<file path="src/ltp_pkg.sv">
// ----------------------------------------------------------------------------
// ltp_pkg
// Shared types and constants for the light command TLV parser.
// ----------------------------------------------------------------------------
package ltp_pkg;

  localparam int NUM_PARAMS_DEFAULT = 15;

  localparam int APB_ADDR_W = 3;
  localparam int APB_DATA_W = 32;

  localparam logic REG_PARAM_ONLY_CODE = 1'b0;
  localparam logic [7:0] PARAM_ONLY_CODE_RESET = 8'hFF;

  localparam logic [3:0] ID_PERIOD = 4'd6;
  localparam logic [3:0] ID_PHASE = 4'd8;

  localparam logic WRITE_PATTERN = 1'b0;
  localparam logic WRITE_PARAM = 1'b1;

  typedef enum logic [3:0] {
    PH_IDLE = 4'b0001,
    PH_ID   = 4'b0010,
    PH_VAL  = 4'b0100,
    PH_LOW  = 4'b1000
  } ltp_phase_t;

  typedef struct packed {
    logic        write_kind;
    logic [7:0]  pattern_code;
    logic        pattern_changed;
    logic [3:0]  param_index;
    logic [15:0] param_value;
  } ltp_result_t;

  function automatic logic is_pair(input logic [3:0] id);
    return (id == ID_PERIOD) || (id == ID_PHASE);
  endfunction

endpackage

</file>
<file path="src/ltp_if.sv">
// ----------------------------------------------------------------------------
// ltp_if
// Valid/ready channels for command bytes and for parser write requests.
// ----------------------------------------------------------------------------
interface ltp_cmd_if;
  logic       valid;
  logic       ready;
  logic [7:0] cmd_byte;
  logic       first_byte;
  logic       last_byte;

  modport source (output valid, output cmd_byte, output first_byte, output last_byte,
                  input ready);
  modport sink (input valid, input cmd_byte, input first_byte, input last_byte,
                output ready);
endinterface

interface ltp_wr_if;
  logic        valid;
  logic        ready;
  logic        write_kind;
  logic [7:0]  pattern_code;
  logic        pattern_changed;
  logic [3:0]  param_index;
  logic [15:0] param_value;

  modport source (output valid, output write_kind, output pattern_code,
                  output pattern_changed, output param_index, output param_value,
                  input ready);
  modport sink (input valid, input write_kind, input pattern_code,
                input pattern_changed, input param_index, input param_value,
                output ready);
endinterface

</file>
<file path="src/ltp_apb_regs.sv">
// ----------------------------------------------------------------------------
// ltp_apb_regs
// APB register file holding the parameter-only code.
// ----------------------------------------------------------------------------
module ltp_apb_regs
  import ltp_pkg::*;
(
  input  logic                  clk,
  input  logic                  rst,
  input  logic                  psel,
  input  logic                  penable,
  input  logic                  pwrite,
  input  logic [APB_ADDR_W-1:0] paddr,
  input  logic [APB_DATA_W-1:0] pwdata,
  output logic [APB_DATA_W-1:0] prdata,
  output logic                  pready,
  output logic [7:0]            param_only_code
);

  logic hit;

  assign pready = 1'b1;
  assign hit = (paddr[2] == REG_PARAM_ONLY_CODE) && (paddr[1:0] == 2'b00);

  always_ff @(posedge clk) begin
    if (rst) begin
      param_only_code <= PARAM_ONLY_CODE_RESET;
    end else if (psel && penable && pwrite && pready && hit) begin
      param_only_code <= pwdata[7:0];
    end
  end

  assign prdata = hit ? {{(APB_DATA_W-8){1'b0}}, param_only_code} : '0;

endmodule

</file>
<file path="src/ltp_parser.sv">
// ----------------------------------------------------------------------------
// ltp_parser
// Input register, TLV parse state and result register.
// ----------------------------------------------------------------------------
module ltp_parser
  import ltp_pkg::*;
#(
  parameter int NUM_PARAMS = NUM_PARAMS_DEFAULT
)
(
  input  logic       clk,
  input  logic       rst,
  input  logic [7:0] param_only_code,
  ltp_cmd_if.sink    cmd,
  ltp_wr_if.source   wr
);

  localparam logic [8:0] ID_LIMIT = 9'(NUM_PARAMS);

  logic        stage_valid;
  logic [7:0]  stage_byte;
  logic        stage_first;
  logic        stage_last;
  logic        advance;
  logic        process;

  ltp_phase_t  parse_phase, parse_phase_next;
  logic [7:0]  current_pattern, current_pattern_next;
  logic [3:0]  pending_param, pending_param_next;
  logic [7:0]  high_value_byte, high_value_byte_next;
  logic        parse_stopped, parse_stopped_next;

  logic        emit;
  ltp_result_t result_next;
  logic        out_valid;
  ltp_result_t out_data;

  assign advance = !out_valid || wr.ready;
  assign process = stage_valid && advance;
  assign cmd.ready = !stage_valid || advance;

  always_ff @(posedge clk) begin
    if (rst) begin
      stage_valid <= 1'b0;
    end else if (cmd.ready) begin
      stage_valid <= cmd.valid;
    end
  end

  always_ff @(posedge clk) begin
    if (cmd.valid && cmd.ready) begin
      stage_byte  <= cmd.cmd_byte;
      stage_first <= cmd.first_byte;
      stage_last  <= cmd.last_byte;
    end
  end

  always_comb begin
    parse_phase_next     = parse_phase;
    current_pattern_next = current_pattern;
    pending_param_next   = pending_param;
    high_value_byte_next = high_value_byte;
    parse_stopped_next   = parse_stopped;
    emit                 = 1'b0;
    result_next          = '0;

    if (stage_first) begin
      parse_stopped_next = 1'b0;
      parse_phase_next   = PH_ID;
      if (stage_byte != param_only_code) begin
        emit                        = 1'b1;
        result_next.write_kind      = WRITE_PATTERN;
        result_next.pattern_code    = stage_byte;
        result_next.pattern_changed = (stage_byte != current_pattern);
        current_pattern_next        = stage_byte;
      end
    end else if (!parse_stopped) begin
      unique case (parse_phase)
        PH_IDLE: begin
        end
        PH_ID: begin
          if ({1'b0, stage_byte} < ID_LIMIT) begin
            pending_param_next = stage_byte[3:0];
            parse_phase_next   = PH_VAL;
          end else begin
            parse_stopped_next = 1'b1;
          end
        end
        PH_VAL: begin
          if (is_pair(pending_param)) begin
            high_value_byte_next = stage_byte;
            parse_phase_next     = PH_LOW;
          end else begin
            emit                    = 1'b1;
            result_next.write_kind  = WRITE_PARAM;
            result_next.param_index = pending_param;
            result_next.param_value = {8'h00, stage_byte};
            parse_phase_next        = PH_ID;
          end
        end
        PH_LOW: begin
          emit                    = 1'b1;
          result_next.write_kind  = WRITE_PARAM;
          result_next.param_index = pending_param;
          result_next.param_value = {high_value_byte, stage_byte};
          parse_phase_next        = PH_ID;
        end
        default: begin
          parse_phase_next = PH_IDLE;
        end
      endcase
    end

    if (stage_last) begin
      parse_phase_next = PH_IDLE;
    end
  end

  always_ff @(posedge clk) begin
    if (rst) begin
      parse_phase     <= PH_IDLE;
      current_pattern <= 8'h00;
      pending_param   <= 4'h0;
      high_value_byte <= 8'h00;
      parse_stopped   <= 1'b0;
    end else if (process) begin
      parse_phase     <= parse_phase_next;
      current_pattern <= current_pattern_next;
      pending_param   <= pending_param_next;
      high_value_byte <= high_value_byte_next;
      parse_stopped   <= parse_stopped_next;
    end
  end

  always_ff @(posedge clk) begin
    if (rst) begin
      out_valid <= 1'b0;
    end else if (advance) begin
      out_valid <= process && emit;
    end
  end

  always_ff @(posedge clk) begin
    if (process && emit) begin
      out_data <= result_next;
    end
  end

  assign wr.valid           = out_valid;
  assign wr.write_kind      = out_data.write_kind;
  assign wr.pattern_code    = out_data.pattern_code;
  assign wr.pattern_changed = out_data.pattern_changed;
  assign wr.param_index     = out_data.param_index;
  assign wr.param_value     = out_data.param_value;

endmodule

</file>
<file path="src/led_command_tlv_parser.sv">
// ----------------------------------------------------------------------------
// led_command_tlv_parser
// Streaming parser for light commands in type-length-value form.
// ----------------------------------------------------------------------------
//  Channel   Dir   Handshake      Payload
//  cmd       in    valid/ready    cmd_byte, first_byte, last_byte
//  wr        out   valid/ready    write_kind, pattern_code, pattern_changed,
//                                 param_index, param_value
//  apb       cfg   psel/penable   param_only_code at byte address 0
//
//  One byte is accepted per cycle while wr does not stall; a request is presented
//  after its byte has passed the input register and then the result register.
//  Reset is synchronous and returns the parser to waiting for a pattern byte.
//  When wr stalls, the input register holds one more byte and cmd then
//  drops ready until the result is taken.
// ----------------------------------------------------------------------------
module led_command_tlv_parser
  import ltp_pkg::*;
#(
  parameter int NUM_PARAMS = NUM_PARAMS_DEFAULT
)
(
  input  logic                  clk,
  input  logic                  rst,
  ltp_cmd_if.sink               cmd,
  ltp_wr_if.source              wr,
  input  logic                  psel,
  input  logic                  penable,
  input  logic                  pwrite,
  input  logic [APB_ADDR_W-1:0] paddr,
  input  logic [APB_DATA_W-1:0] pwdata,
  output logic [APB_DATA_W-1:0] prdata,
  output logic                  pready
);

  logic [7:0] param_only_code;

  ltp_apb_regs u_regs (
    .clk             (clk),
    .rst             (rst),
    .psel            (psel),
    .penable         (penable),
    .pwrite          (pwrite),
    .paddr           (paddr),
    .pwdata          (pwdata),
    .prdata          (prdata),
    .pready          (pready),
    .param_only_code (param_only_code)
  );

  ltp_parser #(
    .NUM_PARAMS (NUM_PARAMS)
  ) u_parser (
    .clk             (clk),
    .rst             (rst),
    .param_only_code (param_only_code),
    .cmd             (cmd),
    .wr              (wr)
  );

endmodule
</file>
<file path="src/flat_wrapper.sv">
// flat-port wrapper written by rule: the top's interface ports become plain ports
module led_command_tlv_parser_flat import ltp_pkg::*;
#(
  parameter int NUM_PARAMS = NUM_PARAMS_DEFAULT
)
  (clk, rst, psel, penable, pwrite, paddr, pwdata, prdata, pready, cmd_valid, cmd_cmd_byte, cmd_first_byte, cmd_last_byte, cmd_ready, wr_valid, wr_write_kind, wr_pattern_code, wr_pattern_changed, wr_param_index, wr_param_value, wr_ready);
  ltp_cmd_if cmd_i ();
  ltp_wr_if wr_i ();
  input  logic clk;
  input  logic rst;
  input  logic psel;
  input  logic penable;
  input  logic pwrite;
  input  logic [APB_ADDR_W-1:0] paddr;
  input  logic [APB_DATA_W-1:0] pwdata;
  output logic [APB_DATA_W-1:0] prdata;
  output logic pready;
  input wire logic [$bits(cmd_i.valid)-1:0] cmd_valid;
  input wire logic [$bits(cmd_i.cmd_byte)-1:0] cmd_cmd_byte;
  input wire logic [$bits(cmd_i.first_byte)-1:0] cmd_first_byte;
  input wire logic [$bits(cmd_i.last_byte)-1:0] cmd_last_byte;
  output wire logic [$bits(cmd_i.ready)-1:0] cmd_ready;
  output wire logic [$bits(wr_i.valid)-1:0] wr_valid;
  output wire logic [$bits(wr_i.write_kind)-1:0] wr_write_kind;
  output wire logic [$bits(wr_i.pattern_code)-1:0] wr_pattern_code;
  output wire logic [$bits(wr_i.pattern_changed)-1:0] wr_pattern_changed;
  output wire logic [$bits(wr_i.param_index)-1:0] wr_param_index;
  output wire logic [$bits(wr_i.param_value)-1:0] wr_param_value;
  input wire logic [$bits(wr_i.ready)-1:0] wr_ready;
  assign cmd_i.valid = cmd_valid;
  assign cmd_i.cmd_byte = cmd_cmd_byte;
  assign cmd_i.first_byte = cmd_first_byte;
  assign cmd_i.last_byte = cmd_last_byte;
  assign cmd_ready = cmd_i.ready;
  assign wr_valid = wr_i.valid;
  assign wr_write_kind = wr_i.write_kind;
  assign wr_pattern_code = wr_i.pattern_code;
  assign wr_pattern_changed = wr_i.pattern_changed;
  assign wr_param_index = wr_i.param_index;
  assign wr_param_value = wr_i.param_value;
  assign wr_i.ready = wr_ready;
  led_command_tlv_parser #(.NUM_PARAMS(NUM_PARAMS)) u_core (.clk(clk), .rst(rst), .cmd(cmd_i), .wr(wr_i), .psel(psel), .penable(penable), .pwrite(pwrite), .paddr(paddr), .pwdata(pwdata), .prdata(prdata), .pready(pready));
endmodule
</file>
<file path="config.mk">
export PLATFORM = sky130hd
export DESIGN_NAME = led_command_tlv_parser_flat
export DESIGN_NICKNAME = d
export VERILOG_FILES = /design/src/ltp_pkg.sv /design/src/ltp_if.sv /design/src/ltp_apb_regs.sv /design/src/ltp_parser.sv /design/src/led_command_tlv_parser.sv /design/src/flat_wrapper.sv
export SDC_FILE = /design/constraint.sdc
export NUM_CORES = 1
export LEC_CHECK = 0
export ABC_AREA = 1
export BUFFER_PORTS_ARGS = -buffer_cell sky130_fd_sc_hd__buf_4
export CELL_PAD_IN_SITES_DETAIL_PLACEMENT = 1
export CELL_PAD_IN_SITES_GLOBAL_PLACEMENT = 1
export CORE_ASPECT_RATIO = 1.25
export CORE_MARGIN = 2
export CORE_UTILIZATION = 40
export CTS_BUF_LIST = sky130_fd_sc_hd__clkbuf_4
export CTS_CLUSTER_DIAMETER = 50
export DETAILED_ROUTE_END_ITERATION = 12
export GPL_ROUTABILITY_DRIVEN = 0
export PLACE_DENSITY_LB_ADDON = 0.1
export SLEW_MARGIN = 20
export SYNTH_ARGS = -nofsm -noshare
export SYNTH_HDL_FRONTEND = slang
export SYNTH_SLANG_ARGS = --single-unit
</file>
<file path="constraint.sdc">
create_clock -name clk -period 7.3 [get_ports clk]
set_input_delay 2.19 -clock clk [delete_from_list [all_inputs] [get_ports clk]]
set_output_delay 2.19 -clock clk [all_outputs]
set_load 0.05 [all_outputs]
</file>
==> results_tabular.tex <==
\begin{tabular}{lr}
\hline
Metric & Value \\
\hline
\multicolumn{2}{l}{\textbf{Detailed routing}} \\
WL/cell & 13.7 um \\
Overall via count from detail\_route & 2587 \\
Highest signal layer in the routed design & met4 \\
Via density per instance & 4.67 \\
Post-route met1 wirelength & 3190 um \\
Post-route DRC violation count & 0 \\
ANT nets after route & 0 \\
Met2 wire length & 3990 um \\
Pre-antenna DRT Iters & 4 \\
Total met3 wirelength after detailed routing & 303 um \\
Starting DRC count in detailed routing & 86 \\
DRT Wirelength & 7600 um \\
\multicolumn{2}{l}{\textbf{Critical path}} \\
Crit path launch type & input port \\
Terminus of the critical flop-to-flop path & u\_core.u\_parser.high\_value\_byte[3] \\
Worst Path Class, Setup & input port to output pin \\
Most frequent CP cell & buf\_4 \\
Launching point of the worst reg2reg path & u\_core.u\_parser.stage\_first \\
Worst reg-to-reg setup slack & 5.10 ns \\
Required time at the endpoint of the critical path & 5.11 ns \\
WP data arrival & 3.09 ns \\
Cell at the slowest stage of the critical path & nor3\_1 \\
Critical path, cell by cell & buf\_4, nor3\_1, inv\_1, nor2\_1, buf\_4 \\
Critical path capture point type & output pin \\
Worst-case reg-to-reg path depth & 5 \\
Worst-path maximum fanout & 8 \\
CP peak stage delay & 0.23 ns \\
Timing startpoint of the critical path & paddr[1] \\
\multicolumn{2}{l}{\textbf{Power}} \\
Worst vdd ir & 96.1 uV \\
Leakage & 1.87 nW \\
P per Cell Area & 212 nW/um\^{}2 \\
Power after layout & 0.845 mW \\
\multicolumn{2}{l}{\textbf{Synthesis}} \\
Yosys warning count & 0 \\
Number of synthesized register bits & 75 \\
Synthesized area & 3360 um\^{}2 \\
Part of the Yosys area used for sequential elements & 56.5\% \\
Number of different library cells in the post-synthesis netlist & 24 \\
Area fraction of the dominant cell type after synthesis & 35.7\% \\
Dominant cell type by area after synthesis & edfxtp\_1 \\
Gate count after technology mapping & 384 \\
Average footprint of a synthesized cell & 8.76 um\^{}2 \\
Synth top area cells & edfxtp\_1 36\%, dfxtp\_1 21\%, nand2\_1 8.0\%, nor2\_1 7.7\%, buf\_4 5.8\% \\
\multicolumn{2}{l}{\textbf{Floorplanning}} \\
Initial core utilization & 41.1\% \\
Vertical die dimension & 107 um \\
Die W & 86.0 um \\
Site Rows & 37 \\
Overall die area & 9170 um\^{}2 \\
Area of the core & 8190 um\^{}2 \\
I/O pin count & 117 \\
\multicolumn{2}{l}{\textbf{Timing}} \\
Setup-violating endpoint count in the final report & 0 \\
Final-report max-slew violation count & 0 \\
RSZ-0062 raised after global routing & no \\
Upper clock frequency limit & 189 MHz \\
Post-layout minimum cycle time & 5.28 ns \\
Worst-Margin Slew & 0.783 ns \\
Worst clock skew & 0.0159 ns \\
Total negative slack for setup checks & 0 ns \\
Worst relative slew slack & 47.8\% \\
Final Hold Vio Count & 0 \\
Share of the clock period used by the worst path after layout & 72.3\% \\
\multicolumn{2}{l}{\textbf{Global route}} \\
Via count of the first global-routing pass & 2571 \\
Number of antenna violations at the first check in global routing & 0 \\
First-pass GRT wire length & 12200 um \\
Largest net degree at the start of global routing & 31 \\
GRT Util Overall & 17.6\% \\
GRT overflow & 0 \\
\multicolumn{2}{l}{\textbf{Clocking}} \\
TritonCTS clock tree & built \\
Sinks on Clock Net & 75 \\
TritonCTS Buffers & 9 \\
Clk\_lat worst skew & 0.45 ns \\
Clk pin slew, worst setup/hold paths & 0.11 ns \\
Number of buffers inserted by post-CTS setup repair & 0 \\
Depth of the CTS H-tree & 3 \\
Gates resized, CTS repair & 0 \\
Root Buffer & clkbuf\_4 \\
Number of buffers on the longest clock path & 2 \\
Cts hold-fix bufs & 0 \\
\multicolumn{2}{l}{\textbf{Min path}} \\
Hold Crit Start & u\_core.u\_parser.pending\_param[1] \\
Hold EP & u\_core.u\_parser.pending\_param[1] \\
Type of the worst min-delay path & flip-flop to flip-flop \\
Instance count along the most critical hold path & 2 \\
\multicolumn{2}{l}{\textbf{Status}} \\
Outcome & finished clean \\
\multicolumn{2}{l}{\textbf{Final layout}} \\
Diode count & 0 \\
Area Growth Syn to Fin & 18.3\% \\
Number of nets at the end of the flow & 504 \\
Fraction of layout cells with a size suffix above 1 & 22.5\% \\
\multicolumn{2}{l}{\textbf{Placed design}} \\
Count of buffers from port buffering & 67 \\
Placed wire-length estimate & 5580 um \\
\multicolumn{2}{l}{\textbf{Flow run}} \\
MaxCap Viol Count & 0 \\
\hline
\end{tabular}
## worst max-delay path, delay by kind of cell
family,cells,cell delay (ns)
buf+inv,3,0.52
simple gates,2,0.39
## final cells by class
| cell class | count | area (um^2) |
|---|---|---|
| sequential | 75 | 1900 |
| timing repair buffer | 68 | 510 |
| multi-input combinational | 253 | 1140 |
| clock inverter | 7 | 68.8 |
| inverter | 45 | 169 |
| clock buffer | 9 | 67.6 |
| tap | 97 | 121 |
| fill | 998 | 4220 |
## registers in the layout, indices dropped and copies added, names as in the netlist
signal / count
u_core.u_parser.current_pattern: 8
u_core.u_parser.stage_last: 1
u_core.u_parser.pending_param: 4
u_core.u_parser.wr.pattern_code: 8
u_core.u_parser.wr.valid: 1
u_core.u_parser.wr.write_kind: 1
u_core.u_parser.stage_valid: 1
u_core.u_parser.wr.pattern_changed: 1
u_core.u_parser.parse_phase: 4
u_core.u_parser.parse_stopped: 1
u_core.u_parser.stage_byte: 8
u_core.u_parser.wr.param_value: 16
u_core.u_regs.param_only_code: 8
u_core.u_parser.wr.param_index: 4
u_core.u_parser.stage_first: 1
u_core.u_parser.high_value_byte: 8
## how the worst max path moves through the flow
stage and end:
2_1_floorplan prdata[0], 3_3_place_gp prdata[1], 3_5_place_dp prdata[1], 4_1_cts prdata[1], 5_1_grt prdata[7], 6_report prdata[1]
## synthesized netlist by cell type
master	count
nor2_4	1
nor3_1	1
a21oi_1	22
buf_8	1
o21ai_1	2
nand2_4	1
nor2_2	9
conb_1	2
and3_1	1
edfxtp_1	40
dfxtp_1	35
inv_2	7
buf_2	3
inv_1	38
buf_4	26
clkbuf_1	4
xnor2_1	11
nand2_2	1
nand4_1	7
o21ai_0	20
nor2_1	69
nand2_1	72
nand3_1	10
nand3_2	1
## per-stage QoR
step / hold WS, ns / area (um^2) / instances / setup WS [ns] / util (%)
final: 0.487 / 3980 / 554 / 2.02 / 48.6
after global routing: 0.538 / 3980 / 554 / 1.92 / 48.6
after CTS: 0.491 / 3980 / 554 / 1.98 / 48.6
after detailed placement: 0.473 / 3840 / 538 / 1.98 / 46.9
after global placement: 0.469 / 3840 / 538 / 2.01 / 46.9
after floorplan: 0.448 / 3450 / 407 / 1.90 / -
## cell families after synthesis
kind of cell	Yosys count	share of synthesized area (%)
buffers and inverters	79	12.2
AO/OA/AOI/OAI	44	6.55
XOR/XNOR	11	2.86
AND/OR/NAND/NOR	173	21.7
other	2	0.223
flip-flops	75	56.5
## cells in the final DEF (no fill, tap or decap), types with 2 or more instances in the layout
master and n:
nand2_1 72, nor2_1 69, buf_4 68, edfxtp_1 40, inv_1 38, dfxtp_1 35
conb_1 25, a21oi_1 22, o21ai_0 20, xnor2_1 11, nand3_1 10, nor2_2 9
clkbuf_4 9, inv_2 7, nand4_1 7, o21ai_1 2, clkinv_2 2, clkinv_4 2
## layer usage
metal	up-vias	track usage, %
li1	1306	-
met1	1207	20.4
met2	64	30.6
met3	10	4.19
met4	0	7.71
met5	-	0
## power by group
group | internal [mW] | switching [mW] | total, mW
clock | 0.103 | 0.157 | 0.260
sequential | 0.457 | 0.0104 | 0.467
combinational | 0.0313 | 0.0873 | 0.119
total | 0.591 | 0.254 | 0.845
No activity file was read; power rests on OpenSTA's default activity.
